**config.mk**
```make
export PLATFORM = sky130hd
export DESIGN_NAME = euler_turn_rate_unit
export DESIGN_NICKNAME = d
export VERILOG_FILES = /design/src/rtl/etr_pkg.sv /design/src/rtl/euler_turn_rate_unit.sv /design/src/rtl/etr_cordic.sv /design/src/rtl/etr_divider.sv
export SDC_FILE = /design/constraint.sdc
export NUM_CORES = 2
export LEC_CHECK = 0
export ABC_AREA = 1
export BUFFER_PORTS_ARGS = -buffer_cell sky130_fd_sc_hd__buf_2
export CAP_MARGIN = 10
export CORE_MARGIN = 2
export CORE_UTILIZATION = 45
export CTS_BUF_LIST = sky130_fd_sc_hd__clkbuf_4 sky130_fd_sc_hd__clkbuf_8 sky130_fd_sc_hd__clkbuf_16
export DETAILED_ROUTE_END_ITERATION = 10
export SETUP_SLACK_MARGIN = 0.5
export SYNTH_ARGS = -nofsm -noshare
export SYNTH_HDL_FRONTEND = slang
export SYNTH_SLANG_ARGS = --single-unit
```
**constraint.sdc**
```tcl
create_clock -name clk -period 12.45 [get_ports clk]
set_input_delay 0.6225 -clock clk [delete_from_list [all_inputs] [get_ports clk]]
set_output_delay 0.6225 -clock clk [all_outputs]
set_load 0.03 [all_outputs]
```
**src/rtl/etr_pkg.sv**
```systemverilog
// Shared constants, types and the arctangent step table for the turn rate unit.
`default_nettype none

package etr_pkg;

  // Request kinds
  localparam logic [1:0] REQ_RATES = 2'd0;
  localparam logic [1:0] REQ_PITCH = 2'd1;
  localparam logic [1:0] REQ_ROLL  = 2'd2;

  // Fresh mark bits: body rates, pitch, roll
  localparam logic [2:0] MARK_RATES = 3'b001;
  localparam logic [2:0] MARK_PITCH = 3'b010;
  localparam logic [2:0] MARK_ROLL  = 3'b100;
  localparam logic [2:0] MARKS_ALL  = 3'b111;

  // Angles in 1/128 degree
  localparam int ANGLE_W = 16;
  localparam int WRAP_W  = ANGLE_W + 1;
  localparam logic signed [WRAP_W-1:0] DEG360 = 17'sd46080;
  localparam logic signed [WRAP_W-1:0] DEG180 = 17'sd23040;
  localparam logic signed [WRAP_W-1:0] DEG90  = 17'sd11520;

  // Rotator: Q24 vectors, 2^-16 degree residual angle
  localparam int CORDIC_STEPS = 16;
  localparam int STEP_W       = $clog2(CORDIC_STEPS);
  localparam int XY_W         = 27;
  localparam int Z_W          = 26;
  localparam int Z_SHIFT      = 9;
  localparam int TRIG_W       = 18;
  localparam int RND_SHIFT    = 8;
  localparam logic signed [XY_W-1:0] CORDIC_GAIN = 27'sd10188014;
  localparam logic signed [XY_W-1:0] RND_HALF    = 27'sd128;

  // Datapath widths
  localparam int RATE_W     = 16;
  localparam int NUM_W      = 36;
  localparam int MAG_W      = 34;
  localparam int MUL_SPLIT  = 17;
  localparam int MUL_A_W    = MUL_SPLIT + 1;
  localparam int R2D_W      = 22;
  localparam int MUL_B_W    = R2D_W + 1;
  localparam int PROD_W     = MUL_A_W + MUL_B_W;
  localparam int PART_W     = 56;
  localparam int BIAS_SHIFT = 21;
  localparam int FRAC_SHIFT = 22;
  localparam int DIVD_W     = PART_W - FRAC_SHIFT;
  localparam int DVS_W      = 17;
  localparam int QUO_W      = 24;
  localparam int CNT_W      = $clog2(QUO_W);
  localparam int OUT_W      = 24;
  localparam int FLOOR_W    = 16;

  // radians to degrees, Q16
  localparam logic [R2D_W-1:0] R2D_Q16 = 22'd3754936;

  // Output limits
  localparam logic signed [OUT_W-1:0] OUT_MAX_POS = 24'sh7FFFFF;
  localparam logic signed [OUT_W-1:0] OUT_MIN_NEG = 24'sh800000;
  localparam logic [QUO_W-1:0]        OUT_MAX_MAG = 24'h7FFFFF;
  localparam logic [QUO_W-1:0]        OUT_MIN_MAG = 24'h800000;
  localparam logic [FLOOR_W-1:0]      COS_FLOOR_RST = 16'd64;

  // Rotator results back to the sequencer
  typedef struct packed {
    logic                     done;
    logic signed [TRIG_W-1:0] sin_v;
    logic signed [TRIG_W-1:0] cos_v;
  } cordic_res_t;

  // Divider results back to the sequencer
  typedef struct packed {
    logic             done;
    logic             overflow;
    logic [QUO_W-1:0] quotient;
  } div_res_t;

  // atan(2^-i) in 2^-16 degree
  function automatic logic signed [Z_W-1:0] atan_step(input logic [STEP_W-1:0] idx);
    logic signed [Z_W-1:0] v;
    unique case (idx)
      4'd0:  v = 26'sd2949120;
      4'd1:  v = 26'sd1740967;
      4'd2:  v = 26'sd919879;
      4'd3:  v = 26'sd466945;
      4'd4:  v = 26'sd234378;
      4'd5:  v = 26'sd117304;
      4'd6:  v = 26'sd58666;
      4'd7:  v = 26'sd29335;
      4'd8:  v = 26'sd14668;
      4'd9:  v = 26'sd7334;
      4'd10: v = 26'sd3667;
      4'd11: v = 26'sd1833;
      4'd12: v = 26'sd917;
      4'd13: v = 26'sd458;
      4'd14: v = 26'sd229;
      4'd15: v = 26'sd115;
    endcase
    return v;
  endfunction

endpackage

`default_nettype wire

```
**src/rtl/euler_turn_rate_unit.sv**
```systemverilog
// Top level: attitude and rate store, sequencer, shared multiplier and result register.
//
//   channel  dir  handshake              payload
//   in       in   in_valid / in_ready    req_type, rate_q, rate_r, angle_deg
//   out      out  out_valid / out_ready  turn_rate, saturated
//   cfg      in   cfg_valid / cfg_ready  cfg_data (cos_floor)
//
// A request that does not complete the set of rates, pitch and roll keeps in_ready high.
// The completing request holds in_ready low through two passes of the shared CORDIC
// rotator, seven multiply, add and check steps, the divider and the load of the
// output register; a clipping cosine floor skips the last three steps and the divider.
// A result still waiting in the output register stretches the last step until taken.
// Synchronous reset clears the stored values, fresh marks and cos_floor (to 64).
`default_nettype none

module euler_turn_rate_unit (
  input  logic               clk,
  input  logic               rst,
  input  logic               in_valid,
  output logic               in_ready,
  input  logic [1:0]         req_type,
  input  logic signed [15:0] rate_q,
  input  logic signed [15:0] rate_r,
  input  logic signed [15:0] angle_deg,
  output logic               out_valid,
  input  logic               out_ready,
  output logic signed [23:0] turn_rate,
  output logic               saturated,
  input  logic               cfg_valid,
  output logic               cfg_ready,
  input  logic [15:0]        cfg_data
);
  import etr_pkg::*;

  typedef enum logic [13:0] {
    S_IDLE      = 14'b00000000000001,
    S_ROLL_GO   = 14'b00000000000010,
    S_ROLL_RUN  = 14'b00000000000100,
    S_PITCH_GO  = 14'b00000000001000,
    S_PITCH_RUN = 14'b00000000010000,
    S_MUL_Q     = 14'b00000000100000,
    S_MUL_R     = 14'b00000001000000,
    S_SUM       = 14'b00000010000000,
    S_CHECK     = 14'b00000100000000,
    S_MUL_LO    = 14'b00001000000000,
    S_MUL_HI    = 14'b00010000000000,
    S_NORM      = 14'b00100000000000,
    S_DIV_RUN   = 14'b01000000000000,
    S_OUT       = 14'b10000000000000
  } state_t;

  state_t state;
  state_t state_next;

  // stored sensor values and configuration
  logic signed [RATE_W-1:0]  stored_q;
  logic signed [RATE_W-1:0]  stored_r;
  logic signed [ANGLE_W-1:0] pitch_angle;
  logic signed [ANGLE_W-1:0] roll_angle;
  logic [2:0]                marks;
  logic [FLOOR_W-1:0]        cos_floor;

  logic       in_fire;
  logic [2:0] mark_bit;
  logic [2:0] marks_merged;
  logic       all_fresh;

  // datapath
  logic signed [TRIG_W-1:0]  sr;
  logic signed [TRIG_W-1:0]  cr;
  logic [DVS_W-1:0]          cp_mag;
  logic                      cp_neg;
  logic signed [MUL_A_W-1:0] mul_a;
  logic signed [MUL_B_W-1:0] mul_b;
  logic signed [PROD_W-1:0]  prod;
  logic signed [NUM_W-1:0]   num;
  logic [MAG_W-1:0]          mag;
  logic                      res_neg;
  logic [PART_W-1:0]         part;
  logic [PART_W-1:0]         nsum;
  logic                      floor_hit;
  logic signed [OUT_W-1:0]   res;
  logic                      res_sat;
  logic                      out_load;

  // shared units
  logic                      cordic_start;
  logic signed [ANGLE_W-1:0] cordic_angle;
  cordic_res_t               cordic_res;
  logic                      div_start;
  div_res_t                  div_res;

  etr_cordic u_cordic (
    .clk   (clk),
    .rst   (rst),
    .start (cordic_start),
    .angle (cordic_angle),
    .res   (cordic_res)
  );

  etr_divider u_divider (
    .clk      (clk),
    .rst      (rst),
    .start    (div_start),
    .dividend (nsum[PART_W-1:FRAC_SHIFT]),
    .divisor  (cp_mag),
    .res      (div_res)
  );

  assign in_ready  = (state == S_IDLE);
  assign in_fire   = in_valid && in_ready;
  assign cfg_ready = 1'b1;
  assign out_load  = (state == S_OUT) && (!out_valid || out_ready);

  // fresh mark for the incoming request
  always_comb begin
    unique case (req_type)
      REQ_RATES: mark_bit = MARK_RATES;
      REQ_PITCH: mark_bit = MARK_PITCH;
      REQ_ROLL:  mark_bit = MARK_ROLL;
      default:   mark_bit = '0;
    endcase
    marks_merged = marks | mark_bit;
    all_fresh    = (marks_merged == MARKS_ALL);
  end

  // rotator and divider launch
  assign cordic_start = (state == S_ROLL_GO) || (state == S_PITCH_GO);
  assign cordic_angle = (state == S_PITCH_GO) ? pitch_angle : roll_angle;
  assign div_start    = (state == S_NORM);

  // cos floor test
  assign floor_hit = (cp_mag == '0) || (cp_mag < DVS_W'(cos_floor));

  // align the high partial product and add to low part plus rounding bias
  assign nsum = part + (PART_W'(prod) << MUL_SPLIT);

  // shared multiplier operands
  always_comb begin
    unique case (state)
      S_MUL_Q: begin
        mul_a = MUL_A_W'(stored_q);
        mul_b = MUL_B_W'(sr);
      end
      S_MUL_R: begin
        mul_a = MUL_A_W'(stored_r);
        mul_b = MUL_B_W'(cr);
      end
      S_MUL_LO: begin
        mul_a = signed'({1'b0, mag[MUL_SPLIT-1:0]});
        mul_b = signed'({1'b0, R2D_Q16});
      end
      S_MUL_HI: begin
        mul_a = signed'({1'b0, mag[MAG_W-1:MUL_SPLIT]});
        mul_b = signed'({1'b0, R2D_Q16});
      end
      default: begin
        mul_a = '0;
        mul_b = '0;
      end
    endcase
  end

  // sequencer
  always_comb begin
    state_next = state;
    unique case (state)
      S_IDLE:      if (in_fire && all_fresh) state_next = S_ROLL_GO;
      S_ROLL_GO:   state_next = S_ROLL_RUN;
      S_ROLL_RUN:  if (cordic_res.done) state_next = S_PITCH_GO;
      S_PITCH_GO:  state_next = S_PITCH_RUN;
      S_PITCH_RUN: if (cordic_res.done) state_next = S_MUL_Q;
      S_MUL_Q:     state_next = S_MUL_R;
      S_MUL_R:     state_next = S_SUM;
      S_SUM:       state_next = S_CHECK;
      S_CHECK:     state_next = floor_hit ? S_OUT : S_MUL_LO;
      S_MUL_LO:    state_next = S_MUL_HI;
      S_MUL_HI:    state_next = S_NORM;
      S_NORM:      state_next = S_DIV_RUN;
      S_DIV_RUN:   if (div_res.done) state_next = S_OUT;
      S_OUT:       if (out_load) state_next = S_IDLE;
      default:     state_next = S_IDLE;
    endcase
  end

  // control and stored state
  always_ff @(posedge clk) begin
    if (rst) begin
      state       <= S_IDLE;
      marks       <= '0;
      stored_q    <= '0;
      stored_r    <= '0;
      pitch_angle <= '0;
      roll_angle  <= '0;
      cos_floor   <= COS_FLOOR_RST;
      out_valid   <= 1'b0;
    end else begin
      state <= state_next;
      if (cfg_valid && cfg_ready) begin
        cos_floor <= cfg_data;
      end
      if (in_fire) begin
        unique case (req_type)
          REQ_RATES: begin
            stored_q <= rate_q;
            stored_r <= rate_r;
          end
          REQ_PITCH: pitch_angle <= angle_deg;
          REQ_ROLL:  roll_angle  <= angle_deg;
          default: ;
        endcase
        marks <= all_fresh ? '0 : marks_merged;
      end
      if (out_load) begin
        out_valid <= 1'b1;
      end else if (out_ready) begin
        out_valid <= 1'b0;
      end
    end
  end

  // datapath registers
  always_ff @(posedge clk) begin
    prod <= mul_a * mul_b;
    unique case (state)
      S_ROLL_RUN: begin
        if (cordic_res.done) begin
          sr <= cordic_res.sin_v;
          cr <= cordic_res.cos_v;
        end
      end
      S_PITCH_RUN: begin
        if (cordic_res.done) begin
          cp_neg <= cordic_res.cos_v[TRIG_W-1];
          cp_mag <= cordic_res.cos_v[TRIG_W-1] ? DVS_W'(-cordic_res.cos_v)
                                               : DVS_W'(cordic_res.cos_v);
        end
      end
      S_MUL_R: num <= NUM_W'(prod);
      S_SUM:   num <= num + NUM_W'(prod);
      S_CHECK: begin
        mag     <= num[NUM_W-1] ? MAG_W'(-num) : MAG_W'(num);
        res_neg <= num[NUM_W-1] ^ cp_neg;
        if (floor_hit) begin
          res_sat <= 1'b1;
          if (num == '0) begin
            res <= '0;
          end else if (num[NUM_W-1] ^ cp_neg) begin
            res <= OUT_MIN_NEG;
          end else begin
            res <= OUT_MAX_POS;
          end
        end
      end
      S_MUL_HI: part <= PART_W'(prod) + (PART_W'(cp_mag) << BIAS_SHIFT);
      S_DIV_RUN: begin
        if (div_res.done) begin
          if (res_neg) begin
            if (div_res.overflow || div_res.quotient > OUT_MIN_MAG) begin
              res     <= OUT_MIN_NEG;
              res_sat <= 1'b1;
            end else begin
              res     <= OUT_W'(-$signed({1'b0, div_res.quotient}));
              res_sat <= 1'b0;
            end
          end else begin
            if (div_res.overflow || div_res.quotient > OUT_MAX_MAG) begin
              res     <= OUT_MAX_POS;
              res_sat <= 1'b1;
            end else begin
              res     <= signed'(div_res.quotient);
              res_sat <= 1'b0;
            end
          end
        end
      end
      default: ;
    endcase
    if (out_load) begin
      turn_rate <= res;
      saturated <= res_sat;
    end
  end

`ifndef NO_ASSERTIONS
  // a run always starts with the fresh marks cleared
  a_marks_clear: assert property (@(posedge clk) disable iff (rst)
    (state == S_ROLL_GO) |-> (marks == '0))
    else $error("fresh marks not cleared at start of run");

  // rotator finishes only while the sequencer waits for it
  a_cordic_done: assert property (@(posedge clk) disable iff (rst)
    cordic_res.done |-> (state == S_ROLL_RUN || state == S_PITCH_RUN))
    else $error("rotator done outside a wait state");

  // divider finishes only while the sequencer waits for it
  a_div_done: assert property (@(posedge clk) disable iff (rst)
    div_res.done |-> (state == S_DIV_RUN))
    else $error("divider done outside its wait state");

  // the unit only goes busy on an accepted request
  a_busy_on_req: assert property (@(posedge clk) disable iff (rst)
    $fell(in_ready) |-> $past(in_valid))
    else $error("in_ready dropped without a request");
`endif

endmodule

`default_nettype wire

```
**src/rtl/etr_cordic.sv**
```systemverilog
// Iterative rotation-mode CORDIC: sine and cosine of an angle, one step per cycle.
`default_nettype none

module etr_cordic (
  input  logic                                 clk,
  input  logic                                 rst,
  input  logic                                 start,
  input  logic signed [etr_pkg::ANGLE_W-1:0]   angle,
  output etr_pkg::cordic_res_t                 res
);
  import etr_pkg::*;

  logic signed [WRAP_W-1:0] ang_ext;
  logic signed [WRAP_W-1:0] wrapped;
  logic signed [WRAP_W-1:0] folded;
  logic                     fold_neg;
  logic signed [Z_W-1:0]    z_init;

  logic signed [XY_W-1:0]   x;
  logic signed [XY_W-1:0]   y;
  logic signed [Z_W-1:0]    z;
  logic signed [XY_W-1:0]   x_next;
  logic signed [XY_W-1:0]   y_next;
  logic signed [Z_W-1:0]    z_next;
  logic signed [XY_W-1:0]   dx;
  logic signed [XY_W-1:0]   dy;
  logic signed [Z_W-1:0]    atan_v;
  logic [STEP_W-1:0]        step;
  logic                     busy;
  logic                     done;
  logic                     neg;

  logic signed [XY_W-1:0]   x_rnd;
  logic signed [XY_W-1:0]   y_rnd;
  logic signed [TRIG_W-1:0] x_q;
  logic signed [TRIG_W-1:0] y_q;

  // wrap into [-180, 180), then fold into [-90, 90] with a sign flip
  always_comb begin
    ang_ext = WRAP_W'(angle);
    priority if (ang_ext >= DEG180) begin
      wrapped = ang_ext - DEG360;
    end else if (ang_ext < -DEG180) begin
      wrapped = ang_ext + DEG360;
    end else begin
      wrapped = ang_ext;
    end
    priority if (wrapped > DEG90) begin
      folded   = wrapped - DEG180;
      fold_neg = 1'b1;
    end else if (wrapped < -DEG90) begin
      folded   = wrapped + DEG180;
      fold_neg = 1'b1;
    end else begin
      folded   = wrapped;
      fold_neg = 1'b0;
    end
    z_init = Z_W'(folded) <<< Z_SHIFT;
  end

  // one micro-rotation
  always_comb begin
    dx     = y >>> step;
    dy     = x >>> step;
    atan_v = atan_step(step);
    if (!z[Z_W-1]) begin
      x_next = x - dx;
      y_next = y + dy;
      z_next = z - atan_v;
    end else begin
      x_next = x + dx;
      y_next = y - dy;
      z_next = z + atan_v;
    end
  end

  // control
  always_ff @(posedge clk) begin
    if (rst) begin
      busy <= 1'b0;
      done <= 1'b0;
    end else begin
      done <= 1'b0;
      if (start) begin
        busy <= 1'b1;
      end else if (busy && step == STEP_W'(CORDIC_STEPS - 1)) begin
        busy <= 1'b0;
        done <= 1'b1;
      end
    end
  end

  // vector and residual angle
  always_ff @(posedge clk) begin
    if (start) begin
      x    <= CORDIC_GAIN;
      y    <= '0;
      z    <= z_init;
      neg  <= fold_neg;
      step <= '0;
    end else if (busy) begin
      x    <= x_next;
      y    <= y_next;
      z    <= z_next;
      step <= step + 1'b1;
    end
  end

  // round Q24 to Q16 and undo the fold
  always_comb begin
    x_rnd = (x + RND_HALF) >>> RND_SHIFT;
    y_rnd = (y + RND_HALF) >>> RND_SHIFT;
    x_q   = TRIG_W'(x_rnd);
    y_q   = TRIG_W'(y_rnd);
  end

  assign res.done  = done;
  assign res.cos_v = neg ? -x_q : x_q;
  assign res.sin_v = neg ? -y_q : y_q;

endmodule

`default_nettype wire

```
**src/rtl/etr_divider.sv**
```systemverilog
// Restoring divider, one quotient bit per cycle, with a quotient range flag.
`default_nettype none

module etr_divider (
  input  logic                            clk,
  input  logic                            rst,
  input  logic                            start,
  input  logic [etr_pkg::DIVD_W-1:0]      dividend,
  input  logic [etr_pkg::DVS_W-1:0]       divisor,
  output etr_pkg::div_res_t               res
);
  import etr_pkg::*;

  logic [DIVD_W-QUO_W-1:0] head;
  logic [DVS_W-1:0]        dvs;
  logic [DVS_W-1:0]        rem;
  logic [DVS_W:0]          trial;
  logic [DVS_W:0]          diff;
  logic                    take;
  logic [QUO_W-1:0]        quo;
  logic [CNT_W-1:0]        cnt;
  logic                    busy;
  logic                    done;
  logic                    ovf;

  // bits above the quotient field decide overflow up front
  assign head  = dividend[DIVD_W-1:QUO_W];
  assign trial = {rem, quo[QUO_W-1]};
  assign diff  = trial - {1'b0, dvs};
  assign take  = trial >= {1'b0, dvs};

  // control
  always_ff @(posedge clk) begin
    if (rst) begin
      busy <= 1'b0;
      done <= 1'b0;
    end else begin
      done <= 1'b0;
      if (start) begin
        busy <= 1'b1;
      end else if (busy && cnt == CNT_W'(QUO_W - 1)) begin
        busy <= 1'b0;
        done <= 1'b1;
      end
    end
  end

  // quotient bits shift in as dividend bits shift out
  always_ff @(posedge clk) begin
    if (start) begin
      rem <= DVS_W'(head);
      quo <= dividend[QUO_W-1:0];
      dvs <= divisor;
      ovf <= DVS_W'(head) >= divisor;
      cnt <= '0;
    end else if (busy) begin
      rem <= take ? DVS_W'(diff) : DVS_W'(trial);
      quo <= {quo[QUO_W-2:0], take};
      cnt <= cnt + 1'b1;
    end
  end

  assign res.done     = done;
  assign res.overflow = ovf;
  assign res.quotient = quo;

endmodule

`default_nettype wire

```
* Word-level counts from Yosys, hierarchy flattened
Memories as Yosys holds them, arrays and structs flattened. A register that Yosys moved wholly into a read port is not among the register bits.
Cells that the tools add are included.
** Storage, ports and cells
- Register bits after elaboration :: 523
- Latch bits :: 0
- Bits in writable memories :: 0
- Memory bits (read-only) :: 352
- Bits of input ports :: 71
- Word-level logic and storage cells :: 187
- Memories :: 1
** Operators by class
- $add $sub $neg :: 23
- Multipliers :: 1
- Divide/modulo/power cells :: 0
- Order comparisons :: 9
- Equal/unequal tests :: 25
- Shift-type cells :: 2
- Mux-type cells :: 56
- Bitwise gates (word level) :: 2
- Reductions and logical operators :: 31
** Memory list
- (name not given) :: depth 16, width 22, rd ports 1, clocked after Yosys merged registers in 1, wr ports 0, line etr_pkg.sv:81 : unique case (idx)
** Operators with widths (number)
- $mux 24 :: 9
- $pmux 14 s14 :: 1
- $mux 17 :: 6
- $mux 14 :: 6
- $mux 26 :: 3
- $pmux 18 s4 :: 1
- $pmux 36 s2 :: 1
- $pmux 23 s3 :: 1
- $add 56x56->56 :: 1
- $add 27x27->27 :: 2
- $mux 27 :: 2
- $sshr 27x4->27 :: 2
- $sub 27x27->27 :: 2
- $add 26x9->26 const B :: 2
- $pmux 24 s2 :: 1
- $add 41x39->42 :: 1
- $mul 18x23->41 :: 1
- $add 36x36->36 :: 1
- $logic_not 36->1 :: 1
- $mux 18 :: 2
- $neg 18->18 :: 2
- $mux 34 :: 1
- $neg 34->34 :: 1
- $add 26x26->26 :: 1
- 59 further kinds :: 98

* Longest topological paths before layout
- Word-level depth :: 9
- Gate-level depth with buffers :: 38

* Modules after synthesis
Synthesis repeated with hierarchy kept, for this count alone.
** Unflattened totals
- Cells, all modules :: 7421
- Area, all modules :: 53965.5 µm²
** By module, submodules not included
- euler_turn_rate_unit :: times used 1, cells each 4600, area an instance 35824.4 µm²
- etr_cordic :: times used 1, cells each 2259, area an instance 13828.3 µm²
- etr_divider :: times used 1, cells each 562, area an instance 4312.9 µm²

* Least setup slack after synthesis
OpenSTA, ideal clock, no wires.
- Path kind :: flip-flop to flip-flop
- Start point :: reg state[7]
- End point :: reg prod[40]
- Library setup time :: 72 ps
- Arrival :: 7953 ps
- Path slack :: 4425 ps
- Cell stages (with the launch flop) :: 34
- Path buffers :: 1
- Clock period less this slack :: 8025 ps
- Path through :: dfxtp_1 > nor2_1 > nand2_2 > nor2_1 > nand2_1 > inv_2 > buf_1 > nand2_1 > o211ai_1 > a21oi_1 > nor2_1 > fa_1 > fa_1 > inv_1 > fa_1 > inv_1 > fa_1 > fa_1 > inv_1 > fa_1 > inv_1 > ha_1 > nand2_1 > inv_1 > a221oi_1 > o21ai_0 > a21oi_1 > o21ai_0 > nand2_1 > nand2_1 > nand3_1 > nand2_1 > a31oi_1 > xnor2_1
** On the way
- Word-level cells in the longest chain between the ends :: 4
- Elaborated cells on any way between the ends :: 8
** RTL lines
- from (decl) :: line euler_turn_rate_unit.sv:52 : state_t state;
- from (signal assigned) :: line euler_turn_rate_unit.sv:198 : state <= state_next;
- $eq 14x11->1 or $eq 14x10->1 (tied branches) :: line euler_turn_rate_unit.sv:140 : unique case (state)
- $reduce_or 2->1 (no line)
- $pmux 23 s3 :: line euler_turn_rate_unit.sv:140
- $mul 18x23->41 (*) :: line euler_turn_rate_unit.sv:224 : prod <= mul_a * mul_b;
- to (signal assigned) :: line euler_turn_rate_unit.sv:224
- to (decl) :: line euler_turn_rate_unit.sv:75 : logic signed [PROD_W-1:0] prod;
Every way passes the cells marked *; elsewhere a longest branch is shown, timed or not.
A chain may end at the register's enable or synchronous reset.

* Final worst setup path
- Start point :: reg state[9]
- End point :: reg prod[32]
Same word-level chain as after synthesis.

==> results.md <==
- Max stage delay cell, worst path: sky130_fd_sc_hd__o22ai_1
- Layout-stage area growth over the synthesis result: 8.30%
- CTS HTree Levels: 2
- Max-slew violations: 0
- Number of ports placed on the die boundary: just under 100
- Net count after synthesis: 7297
- Family with the most delay on the worst path: adder cells
- First-pass GRT wire length: 237000 µm
- Cells after DPL: 7927
- Slowest Stage Delay on Critical Path: between 1 and 1.5 ns
- Upper clock frequency limit: 106 MHz
- Share of the yosys chip area belonging to registers: 25.8%
- Routed wirelength normalized by instance count: 18.7 µm
- Share of async-settable or async-resettable flops after synthesis: 0%
- Total Wirelength: roughly 150000 µm
- Critical path launch point type: flop
- First-pass DRT Iterations: 7
- Reg-to-Reg End: prod[32]
- Critical path peak fanout: 12
- Hold buffer count at CTS: 0
- Setup repair after global routing missed its margin: false
- Number of warnings reported in the yosys synthesis log: 0
- Setup crit end kind: flop
- Beginning of the critical path: state[9]
- Remaining global-route overflow: 0
- Period minus WS final: roughly 9.5 ns
- Post_cts resized: 0
- Status: finished, final reports clean
- Port bufs: between 90 and 100
- Data arrival time of the worst path: between 9 and 10 ns
- Clock latency on the worst-skew pair: between 0.6 and 0.7 ns
- Rows: between 100 and 150
- Via density per instance: about 5.3
- Register-to-Register Setup Slack: ~3.0 ns
- Required time of the critical path: approximately 13 ns
- Count of buffers added by post-CTS timing repair for setup: 0
- Portion of synthesized cell area occupied by the leading cell type: 16.4%
- Final weighted congestion in routability-driven placement: 0.956
- Die boundary width: 338 µm
- Detailed-route via count: around 43000
- Critical path class: flop to flop
- Mapped Cells: approximately 6500
- Power density over the cells: between 100 and 150 mW/mm²
- Non-filler instance count after layout: between 8000 and 9000
- DIE AREA: ~0.11 mm²
- Number of clock sinks: approximately 510
- Post-synthesis instance area: approximately 0.050 mm²
- Drc violations: 0
- Launching point of the worst reg2reg path: state[9]
- Number of enable-type register cells in the synthesized netlist: 270
- Die H: roughly 340 µm
- Post-route fraction of the period consumed by the critical path: approximately 76%
- Destination of the critical timing path: prod[32]
- Final sum of negative setup slack: 0 ns
- LEAKAGE: 0.0258 µW
- Final hold violations: 0
- Final antenna-violating net count: 0
- Std-Cell Core Area: 0.111 mm²
- Initial Util: 45.4%
- Slew margin rel.: a little under a quarter
- Final HPWL from detailed placement: 121000 µm
- Actual slew at the worst max-slew pin: about 1.2 ns
- Max_cap viols: 0
- TritonCTS clock tree: done
- Number of register bits inferred by synthesis: between 500 and 600
- Worst hold slack after final layout: 0.214 ns
- Primary FF master, synth: sky130_fd_sc_hd__edfxtp_1
- Most common cell type on the critical path: sky130_fd_sc_hd__fa_1
- Largest net degree at the start of global routing: ~110
- Fraction of layout instances using a drive strength above 1: under 10%
- Initial antenna violation count: 0
- Setup Viol. Count Final: 0
- Fin Clk Skew: 0.0269 ns
- Final Net Count: approximately 7300
- Number of logic stages on the critical path including buffering: 27
- Clock root buffer: sky130_fd_sc_hd__clkbuf_16
- Class of the tightest hold or removal check: input pin to flop
- Iteration-0 DRC count of the detailed router: between 3000 and 4000
- Number of distinct library cells after synthesis: 75
- Maximum ir drop on the vdd rail: roughly 0.00021 V
- Vias in the first global route: between 40000 and 50000
- R2R cell count: 27
- Top cells by area, synth: sky130_fd_sc_hd__fa_1 (16%), sky130_fd_sc_hd__edfxtp_1 (16%), sky130_fd_sc_hd__dfxtp_1 (9.7%)
- Total routing usage reported by global routing: about a quarter
- Diodes inserted: 0
- Cell accounting for the most synthesized area: sky130_fd_sc_hd__fa_1
- Synthesized area per cell: roughly 8 µm²
- Overall power consumption: roughly 7500 µW
- Clock-pin slew on the worst setup and hold paths: 0.06 ns
- CTS Buffer Depth: 3
- Num CTS Buffers: between 50 and 60
- Filler cell count: 11100
- Buffer and inverter count on the worst path: 5
## cells in the final DEF (no fill, tap or decap), types with 54 or more instances in the layout
cell                        instances
sky130_fd_sc_hd__nand2_1         1236
sky130_fd_sc_hd__a21oi_1          374
sky130_fd_sc_hd__edfxtp_1         270
sky130_fd_sc_hd__inv_1           1158
sky130_fd_sc_hd__nor2_1           510
sky130_fd_sc_hd__nor3_1            70
sky130_fd_sc_hd__o21ai_0          432
sky130_fd_sc_hd__clkbuf_16         64
sky130_fd_sc_hd__buf_2             97
sky130_fd_sc_hd__o21ai_1           54
sky130_fd_sc_hd__dfxtp_1          242
sky130_fd_sc_hd__xnor2_1          129
sky130_fd_sc_hd__xor2_1           210
sky130_fd_sc_hd__fa_1             412
sky130_fd_sc_hd__ha_1             340
sky130_fd_sc_hd__nand3_1          301
## cell usage after synthesis, drive strengths merged (81+ instances only)
cell,instances
clkbuf,137
nand3,302
nor3,81
inv,1178
xor2,216
ha,340
dfxtp,244
xnor2,129
o21ai,494
edfxtp,270
nand2,1261
nor2,530
a21oi,377
fa,412
## sequential cells by signal (all words and copies together), names as in the netlist, 22 cells and up
signal and count:
turn_rate 24, res 24, u_cordic.y 27, u_cordic.atan_v 22, u_divider.quo 24, num 36, u_cordic.z 26, u_cordic.x 27
prod 41, part 25, mag 34
## worst register-to-register path, delay by kind of cell, from the launching register on
family	cells	cell delay, ns
xor gates and xnor gates	1	0.17
adders and majority gates	7	3.53
buffers and inverters	5	0.83
AOI/OAI and AO/OA	9	3.10
DFF	1	0.32
and+or+nand+nor	5	1.38
## metrics by stage
step | setup slack [ns] | instance area (µm²) | utilization, %
detailed placement | 3.16 | 52300 | 47.2
CTS | 3.11 | 54500 | 49.2
global route | 2.41 | 54500 | 49.2
finish | 2.99 | 54500 | 49.2
floorplan | 4.43 | 50300 | -
global placement | 3.34 | 52300 | 47.2
## worst min-delay path by stage
stage	start	endpoint	depth (start not counted)	slack (ns)
6_report	cfg_data[6]	cos_floor[6]	3	0.21
5_1_grt	cfg_valid	cos_floor[6]	2	0.22
4_1_cts	cfg_data[6]	cos_floor[6]	3	0.18
3_5_place_dp	res[12]	turn_rate[12]	0	0.40
3_3_place_gp	res[7]	turn_rate[7]	0	0.40
2_1_floorplan	res_sat	saturated	0	0.40
## metal layers
| layer | vias up | share of wire, % | global-route usage (%) |
|---|---|---|---|
| met5 | - | 0 | 0 |
| met4 | 0 | 2.8 | 6.69 |
| met3 | 201 | 5.2 | 2.79 |
| met2 | 1067 | 47 | 43.1 |
| met1 | 20400 | 45 | 36.3 |
| li1 | 21000 | - | - |
## final cells by class
cell class / count / area (µm²) / share of cell area (%)
inverter: 1184 / 4450 / 8.16
sequential: 514 / 13000 / 23.9
clock inverter: 34 / 400 / 0.735
multi-input combinational: 4592 / 32100 / 59.0
timing repair buffer: 150 / 891 / 1.63
clock buffer: 78 / 1750 / 3.21
tap: 1488 / 1860 / 3.42
## report_power, final
part	switching (µW)	internal (µW)	leakage, µW	total [µW]
Combinational	2280	1240	0.0203	3530
Sequential	153	1960	0.00439	2110
Clock	760	1140	0.00107	1900
## cell families after synthesis
logic type	after synthesis	share of synthesized area, %
flip-flops	514	25.8
multiplexers	1	0.0199
AO/OA/AOI/OAI	1178	13.4
adder cells (fa/ha/maj)	752	24.8
AND/OR/NAND/NOR	2315	19.5
other	1	0.00745
buffers and inverters	1368	10.4
XOR/XNOR	345	6.09
No activity file was read; power rests on OpenSTA's default activity.
